$ cat src/design/uart_rb_pkg.sv
`default_nettype none

package uart_rb_pkg;

	// request kinds carried on the input tuser
	typedef enum logic [1:0] {
		REQ_TX_WRITE = 2'd0,
		REQ_RX_READ  = 2'd1,
		REQ_LINE_RX  = 2'd2,
		REQ_TX_READY = 2'd3
	} req_t;

	// result status codes
	typedef enum logic [2:0] {
		ST_OK          = 3'd0,
		ST_TX_FULL     = 3'd1,
		ST_RX_EMPTY    = 3'd2,
		ST_RX_OVERFLOW = 3'd3,
		ST_ECHO_DROP   = 3'd4
	} status_t;

	// result fields known at accept time, before the store read returns
	typedef struct packed {
		logic    rd_ok;
		logic    line_valid;
		logic    tx_irq_enable;
		status_t status;
	} res_ctl_t;

	localparam int unsigned BYTE_W = 8;
	localparam int unsigned OUT_TDATA_W = 24;

endpackage

`default_nettype wire

$ cat src/design/uart_rb_ram.sv
`default_nettype none

module uart_rb_ram #(
	parameter int unsigned WIDTH = 8,
	parameter int unsigned DEPTH = 128
) (
	input  wire logic                     clk,
	input  wire logic                     we,
	input  wire logic [$clog2(DEPTH)-1:0] waddr,
	input  wire logic [WIDTH-1:0]         wdata,
	input  wire logic                     re,
	input  wire logic [$clog2(DEPTH)-1:0] raddr,
	output logic      [WIDTH-1:0]         rdata
);

	logic [WIDTH-1:0] mem [DEPTH];

	// one write port, one registered read port; read data holds when idle
	always_ff @(posedge clk) begin
		if (we) begin
			mem[waddr] <= wdata;
		end
		if (re) begin
			rdata <= mem[raddr];
		end
	end

endmodule

`default_nettype wire

$ cat src/design/uart_tx_rx_ring_buffers.sv
// path: a result word passes the store read stage, then the output register
// throughput: one request word per cycle unless the result stream stalls, set by
// the single read and write port of each store; pointers and flags decide full
// and empty at accept time
// reset clears pointers, interrupt flag, echo enable and pipeline valids;
// the byte stores are not cleared and need no clearing pass
`default_nettype none

module uart_tx_rx_ring_buffers #(
	parameter int unsigned TX_DEPTH = 128,
	parameter int unsigned RX_DEPTH = 128
) (
	input  wire logic        clk,
	input  wire logic        arst_n,
	// echo enable register
	input  wire logic        cfg_we,
	input  wire logic        cfg_wdata,
	// request stream
	input  wire logic        s_axis_tvalid,
	output logic             s_axis_tready,
	input  wire logic [7:0]  s_axis_tdata,  // [7:0] data_in
	input  wire logic [1:0]  s_axis_tuser,  // [1:0] req_type
	// result stream
	output logic             m_axis_tvalid,
	input  wire logic        m_axis_tready,
	output logic [23:0]      m_axis_tdata   // [7:0] read_byte, [15:8] line_byte,
	                                        // [16] line_valid, [17] tx_irq_enable,
	                                        // [20:18] status, [23:21] zero
);

	import uart_rb_pkg::*;

	localparam int unsigned TX_AW = $clog2(TX_DEPTH);
	localparam int unsigned RX_AW = $clog2(RX_DEPTH);

	logic             echo_q;
	logic [TX_AW-1:0] tx_head_q, tx_tail_q, tx_head_d, tx_tail_d;
	logic [RX_AW-1:0] rx_head_q, rx_tail_q, rx_head_d, rx_tail_d;
	logic [TX_AW-1:0] tx_head_inc, tx_tail_inc;
	logic [RX_AW-1:0] rx_head_inc, rx_tail_inc;
	logic             irq_q, irq_d;
	logic             tx_full, tx_empty, rx_full, rx_empty;

	logic              tx_we, tx_re, rx_we, rx_re;
	logic [BYTE_W-1:0] tx_rdata, rx_rdata;

	logic     accept, s1_move;
	logic     valid_s1;
	res_ctl_t ctl_d, ctl_s1;
	req_t     req;

	logic              out_valid_q;
	logic [BYTE_W-1:0] read_byte_q, line_byte_q;
	logic              line_valid_q, irq_out_q;
	status_t           status_q;

	// pointer increments with wrap at the ring depth
	assign tx_head_inc = (tx_head_q == TX_AW'(TX_DEPTH - 1)) ? '0 : tx_head_q + 1'b1;
	assign tx_tail_inc = (tx_tail_q == TX_AW'(TX_DEPTH - 1)) ? '0 : tx_tail_q + 1'b1;
	assign rx_head_inc = (rx_head_q == RX_AW'(RX_DEPTH - 1)) ? '0 : rx_head_q + 1'b1;
	assign rx_tail_inc = (rx_tail_q == RX_AW'(RX_DEPTH - 1)) ? '0 : rx_tail_q + 1'b1;

	// one slot kept empty tells full from empty
	assign tx_full  = (tx_tail_inc == tx_head_q);
	assign tx_empty = (tx_head_q == tx_tail_q);
	assign rx_full  = (rx_tail_inc == rx_head_q);
	assign rx_empty = (rx_head_q == rx_tail_q);

	// handshake: s1 drains into the output register when it is free or taken
	assign s1_move       = valid_s1 && (!out_valid_q || m_axis_tready);
	assign s_axis_tready = !valid_s1 || s1_move;
	assign accept        = s_axis_tvalid && s_axis_tready;
	assign req           = req_t'(s_axis_tuser);

	// request decode: pointer updates, store accesses and result control
	always_comb begin
		tx_head_d = tx_head_q;
		tx_tail_d = tx_tail_q;
		rx_head_d = rx_head_q;
		rx_tail_d = rx_tail_q;
		irq_d     = irq_q;
		tx_we     = 1'b0;
		tx_re     = 1'b0;
		rx_we     = 1'b0;
		rx_re     = 1'b0;
		ctl_d.rd_ok      = 1'b0;
		ctl_d.line_valid = 1'b0;
		ctl_d.status     = ST_OK;
		if (accept) begin
			unique case (req)
				REQ_TX_WRITE: begin
					if (tx_full) begin
						ctl_d.status = ST_TX_FULL;
					end else begin
						tx_we     = 1'b1;
						tx_tail_d = tx_tail_inc;
						irq_d     = 1'b1;
					end
				end
				REQ_RX_READ: begin
					if (rx_empty) begin
						ctl_d.status = ST_RX_EMPTY;
					end else begin
						rx_re       = 1'b1;
						rx_head_d   = rx_head_inc;
						ctl_d.rd_ok = 1'b1;
					end
				end
				REQ_LINE_RX: begin
					if (rx_full) begin
						ctl_d.status = ST_RX_OVERFLOW;
					end else begin
						rx_we     = 1'b1;
						rx_tail_d = rx_tail_inc;
						if (echo_q) begin
							if (tx_full) begin
								ctl_d.status = ST_ECHO_DROP;
							end else begin
								tx_we     = 1'b1;
								tx_tail_d = tx_tail_inc;
								irq_d     = 1'b1;
							end
						end
					end
				end
				REQ_TX_READY: begin
					if (tx_empty) begin
						irq_d = 1'b0;
					end else begin
						tx_re            = 1'b1;
						tx_head_d        = tx_head_inc;
						ctl_d.line_valid = 1'b1;
					end
				end
				default: begin
				end
			endcase
		end
		ctl_d.tx_irq_enable = irq_d;
	end

	// byte stores
	uart_rb_ram #(
		.WIDTH(BYTE_W),
		.DEPTH(TX_DEPTH)
	) u_tx_ram (
		.clk  (clk),
		.we   (tx_we),
		.waddr(tx_tail_q),
		.wdata(s_axis_tdata),
		.re   (tx_re),
		.raddr(tx_head_q),
		.rdata(tx_rdata)
	);

	uart_rb_ram #(
		.WIDTH(BYTE_W),
		.DEPTH(RX_DEPTH)
	) u_rx_ram (
		.clk  (clk),
		.we   (rx_we),
		.waddr(rx_tail_q),
		.wdata(s_axis_tdata),
		.re   (rx_re),
		.raddr(rx_head_q),
		.rdata(rx_rdata)
	);

	// pointers, interrupt flag and echo enable
	always_ff @(posedge clk or negedge arst_n) begin
		if (!arst_n) begin
			tx_head_q <= '0;
			tx_tail_q <= '0;
			rx_head_q <= '0;
			rx_tail_q <= '0;
			irq_q     <= 1'b0;
			echo_q    <= 1'b0;
		end else begin
			tx_head_q <= tx_head_d;
			tx_tail_q <= tx_tail_d;
			rx_head_q <= rx_head_d;
			rx_tail_q <= rx_tail_d;
			irq_q     <= irq_d;
			if (cfg_we) begin
				echo_q <= cfg_wdata;
			end
		end
	end

	// read stage: control waits here while the store read completes
	always_ff @(posedge clk or negedge arst_n) begin
		if (!arst_n) begin
			valid_s1 <= 1'b0;
		end else if (accept) begin
			valid_s1 <= 1'b1;
		end else if (s1_move) begin
			valid_s1 <= 1'b0;
		end
	end

	always_ff @(posedge clk) begin
		if (accept) begin
			ctl_s1 <= ctl_d;
		end
	end

	// output register valid
	always_ff @(posedge clk or negedge arst_n) begin
		if (!arst_n) begin
			out_valid_q <= 1'b0;
		end else if (s1_move) begin
			out_valid_q <= 1'b1;
		end else if (m_axis_tready) begin
			out_valid_q <= 1'b0;
		end
	end

	// output register payload
	always_ff @(posedge clk) begin
		if (s1_move) begin
			read_byte_q  <= ctl_s1.rd_ok ? rx_rdata : '0;
			line_byte_q  <= ctl_s1.line_valid ? tx_rdata : '0;
			line_valid_q <= ctl_s1.line_valid;
			irq_out_q    <= ctl_s1.tx_irq_enable;
			status_q     <= ctl_s1.status;
		end
	end

	assign m_axis_tvalid = out_valid_q;
	assign m_axis_tdata  = {3'b000, status_q, irq_out_q, line_valid_q, line_byte_q, read_byte_q};

endmodule

`default_nettype wire
$ cat config.mk
export PLATFORM = sky130hd
export DESIGN_NAME = uart_tx_rx_ring_buffers
export DESIGN_NICKNAME = d
export VERILOG_FILES = /design/src/design/uart_rb_pkg.sv /design/src/design/uart_rb_ram.sv /design/src/design/uart_tx_rx_ring_buffers.sv
export SDC_FILE = /design/constraint.sdc
export NUM_CORES = 2
export LEC_CHECK = 0
export BUFFER_PORTS_ARGS = -buffer_cell sky130_fd_sc_hd__buf_2
export CORE_AREA = 2 2 375 377
export DETAILED_ROUTE_END_ITERATION = 16
export DIE_AREA = 0 0 377 379
export GPL_TIMING_DRIVEN = 0
export PLACE_DENSITY = 0.75
export SLEW_MARGIN = 20
export SYNTH_ARGS = -nofsm -noshare
export SYNTH_HDL_FRONTEND = slang
export SYNTH_SLANG_ARGS = --single-unit
$ cat constraint.sdc
create_clock -name clk -period 4.1 [get_ports clk]
set_input_delay 0.205 -clock clk [delete_from_list [all_inputs] [get_ports clk]]
set_output_delay 0.205 -clock clk [all_outputs]
set_load 0.02 [all_outputs]
==> results.yml <==
status:
  outcome: "finished, violations left"
  violations: "setup timing"
worst_setup_path:
  r2r_start: "tx_head_q[1]"
  crit_start: "tx_head_q[1]"
  cp.required_ns: 4.65
  worst_ep_arrival_time_ns: 4.74
  regToRegSetupSlack_ns: -0.09
  rr_worst_depth: 7
  worstSetupEndpointType: "flop"
  path_class: "flop to flop"
  crit_fanout: 10
  rr_endpoint: "u_tx_ram.rdata[7]"
  crit_end: "u_tx_ram.rdata[7]"
  startpoint_type: "flop"
synth:
  synth_cell_types: 63
  synth_top_flop_cell: "edfxtp_1"
  synth.avg_cell_area_sq_um: 23.1
  ys_top_cells_by_count: "2091 x edfxtp_1, 666 x mux4_2, 282 x nor2_1"
  synth_area_sq_um: 82600
  yosys_warnings: 0
  async_flop_share: 0.0151
  synth-seq-cells: 2123
  synth_edf_count: 2091
  seq_area_frac_synth: 0.770
  yosys.area.top_type: "edfxtp_1"
  netlist_instances: 3582
  yosys-top-cells-area: "edfxtp_1 76%, mux4_2 18%, nor2_1 1.3%"
  yosysTopAreaCellShare: 0.760
  synth.most_common_cell: "edfxtp_1"
global_route:
  use_met1: 0.429
  grt_pass1_vias: 40500
  grt_max_degree: 140
  antenna_found_initial: 10
  met2_usage: 0.468
  met3_usage: 0.109
  grt_usage: 0.312
  grt_busiest_layer: "met2"
  overflow: 0
  grt_pass1_wl_um: 305000
floorplanning:
  initial_core_util: 0.595
  die-height_um: 379
  die_area_sq_um: 143000
  io_pins: 42
  die_w_um: 377
  rows: 137
  core-area_sq_um: 139000
cells_and_area:
  finish.utilization: 0.671
  area_growth_pct: 12.7
  num-nets-final: 3888
  drive_above_1_share: 0.332
  final_cells: 5845
power_and_ir_drop:
  irDropWorstVdd_mv: 0.552
  leakagePower_nw: 28.5
  power_density_nw_per_um2: 654
cts:
  insertion_delay_ns: 0.83
  clockBufferDepth: 3
  cts.htree.levels: 4
  cts_root_buf: "clkbuf_16"
  numCtsBuffers: 198
  cts_tree: "yes"
  clk_pin_slew_ns: 0.06
  cts_sinks: 2123
placed_design:
  port_buffers: 38
  dpl_worst_slack_ns: -0.573
  gp_congestion: 0.904
  dp_cells: 5446
  hpwl_um: 135000
sta:
  setup_viol: 15
  rsz0062_at_grt: "true"
  tightest_slew_ns: 1.23
  fin_worst_skew_ns: 0.0360
  min_period_over_period: 1.02
  fin_setup_tns_ns: -0.374
  timing.fmax_ghz: 0.239
  timing.final.max_slew_violations: 0
  hold_viol: 0
  fin_crit_ns: 4.19
  slew_headroom: 0.180
  finalWorstSetupSlack_ns: -0.0915
route:
  antenna_left: 0
  wl_per_cell_um: 37.6
  dr.pass1.iters: 5
  drtIter0Drc: 6590
  via_count: 41200
  finalWirelength_um: 220000
  drc: 0
  viasPerCell: 7.04
min_path:
  hold_class: "primary input to async pin"
job:
  drv_cap: 0
## repair_timing
action                                  CTS  global route
cloned                                    0             0
resized for setup                       109           166
pin swaps                                 4             2
setup buffers                            14             0
endpoints found under the hold margin   487             0
setup endpoints to repair              1244          1143
hold buffers                             17             0
## worst min-delay path by stage
| stage | from | endpoint | depth (start not counted) |
|---|---|---|---|
| 3_5_place_dp | arst_n | rx_head_q[6] | 1 |
| 3_3_place_gp | arst_n | rx_head_q[6] | 1 |
| 5_1_grt | arst_n | rx_head_q[6] | 2 |
| 6_report | arst_n | rx_head_q[6] | 2 |
| 2_1_floorplan | arst_n | echo_q | 0 |
| 4_1_cts | cfg_wdata | echo_q | 4 |
## per-stage QoR
step,hold WS (ns),total power [mW],area [sq um]
3_5_place_dp,0.336,42.2,85600
6_report,0.150,60.9,93100
4_1_cts,0.115,60.4,92600
3_3_place_gp,0.333,41.9,85100
5_1_grt,0.185,61.9,93100
2_1_floorplan,-0.0906,35.1,82600
## worst max-delay path, cell delays in order, from the launching register on
cell and delay, ns:
dfrtp_1 0.35, clkbuf_1 0.47, clkbuf_1 0.60, clkbuf_2 0.59
mux4_2 0.40, mux4_2 0.61, mux4_2 0.55, mux2_2 0.33
## cells in the final DEF, fill, tap and decap left out, types with 21 or more instances in the layout
cell       count
edfxtp_1    2091
dfrtp_1       32
clkbuf_16    205
bufinv_16     21
mux4_2       666
nor2_4        59
nor2_2        71
clkinv_2      39
buf_4         29
nand2_1       61
buf_2        123
clkbuf_1      73
nor2_1       152
clkinv_1      48
clkbuf_2      41
## cells by family (layout without fill, tap and decap cells)
family | after synthesis | after routing | share of synthesized area
AOI/OAI and AO/OA | 55 | 55 | 0.00451
xor gates and xnor gates | 34 | 34 | 0.00361
adders and majority gates | 4 | 4 | 0.000606
buffers and inverters | 225 | 675 | 0.0123
DFF | 2123 | 2123 | 0.770
muxes | 694 | 694 | 0.185
other | 1 | 7 | 0.0000454
and+or+nand+nor | 446 | 446 | 0.0238
## cell type report
class	count	area, sq um
antenna	4	10.0
buffer	209	1140
clock buffer	250	5340
clock inverter	116	1070
fill	8254	45700
inverter	14	52.6
multi-input combinational	1236	18600
sequential	2123	63600
tap	1807	2260
timing repair buffer	86	1010
## registers in the layout, indices dropped and copies added (netlist names), 6 cells and up
| signal | flops |
|---|---|
| u_rx_ram.mem | 1024 |
| u_tx_ram.mem | 1024 |
| line_byte_q | 8 |
| read_byte_q | 8 |
| u_rx_ram.rdata | 8 |
| u_tx_ram.rdata | 8 |
| rx_head_q | 7 |
| rx_tail_q | 7 |
| tx_head_q | 7 |
| tx_tail_q | 7 |
| ctl_s1 | 6 |
## routing by layer
layer,up-vias,part of all wire
li1,15700,-
met1,21600,0.35
met2,3302,0.46
met3,572,0.14
met4,14,0.039
met5,-,0.00044
## report_power, final
part | leakage (nW) | total (mW) | switching [mW] | internal [mW]
Clock | 3.16 | 18.3 | 7.83 | 10.5
Sequential | 19.2 | 24.2 | 0.108 | 24.1
Combinational | 6.17 | 18.3 | 10.9 | 7.47
(Power assumes the default switching activity.)
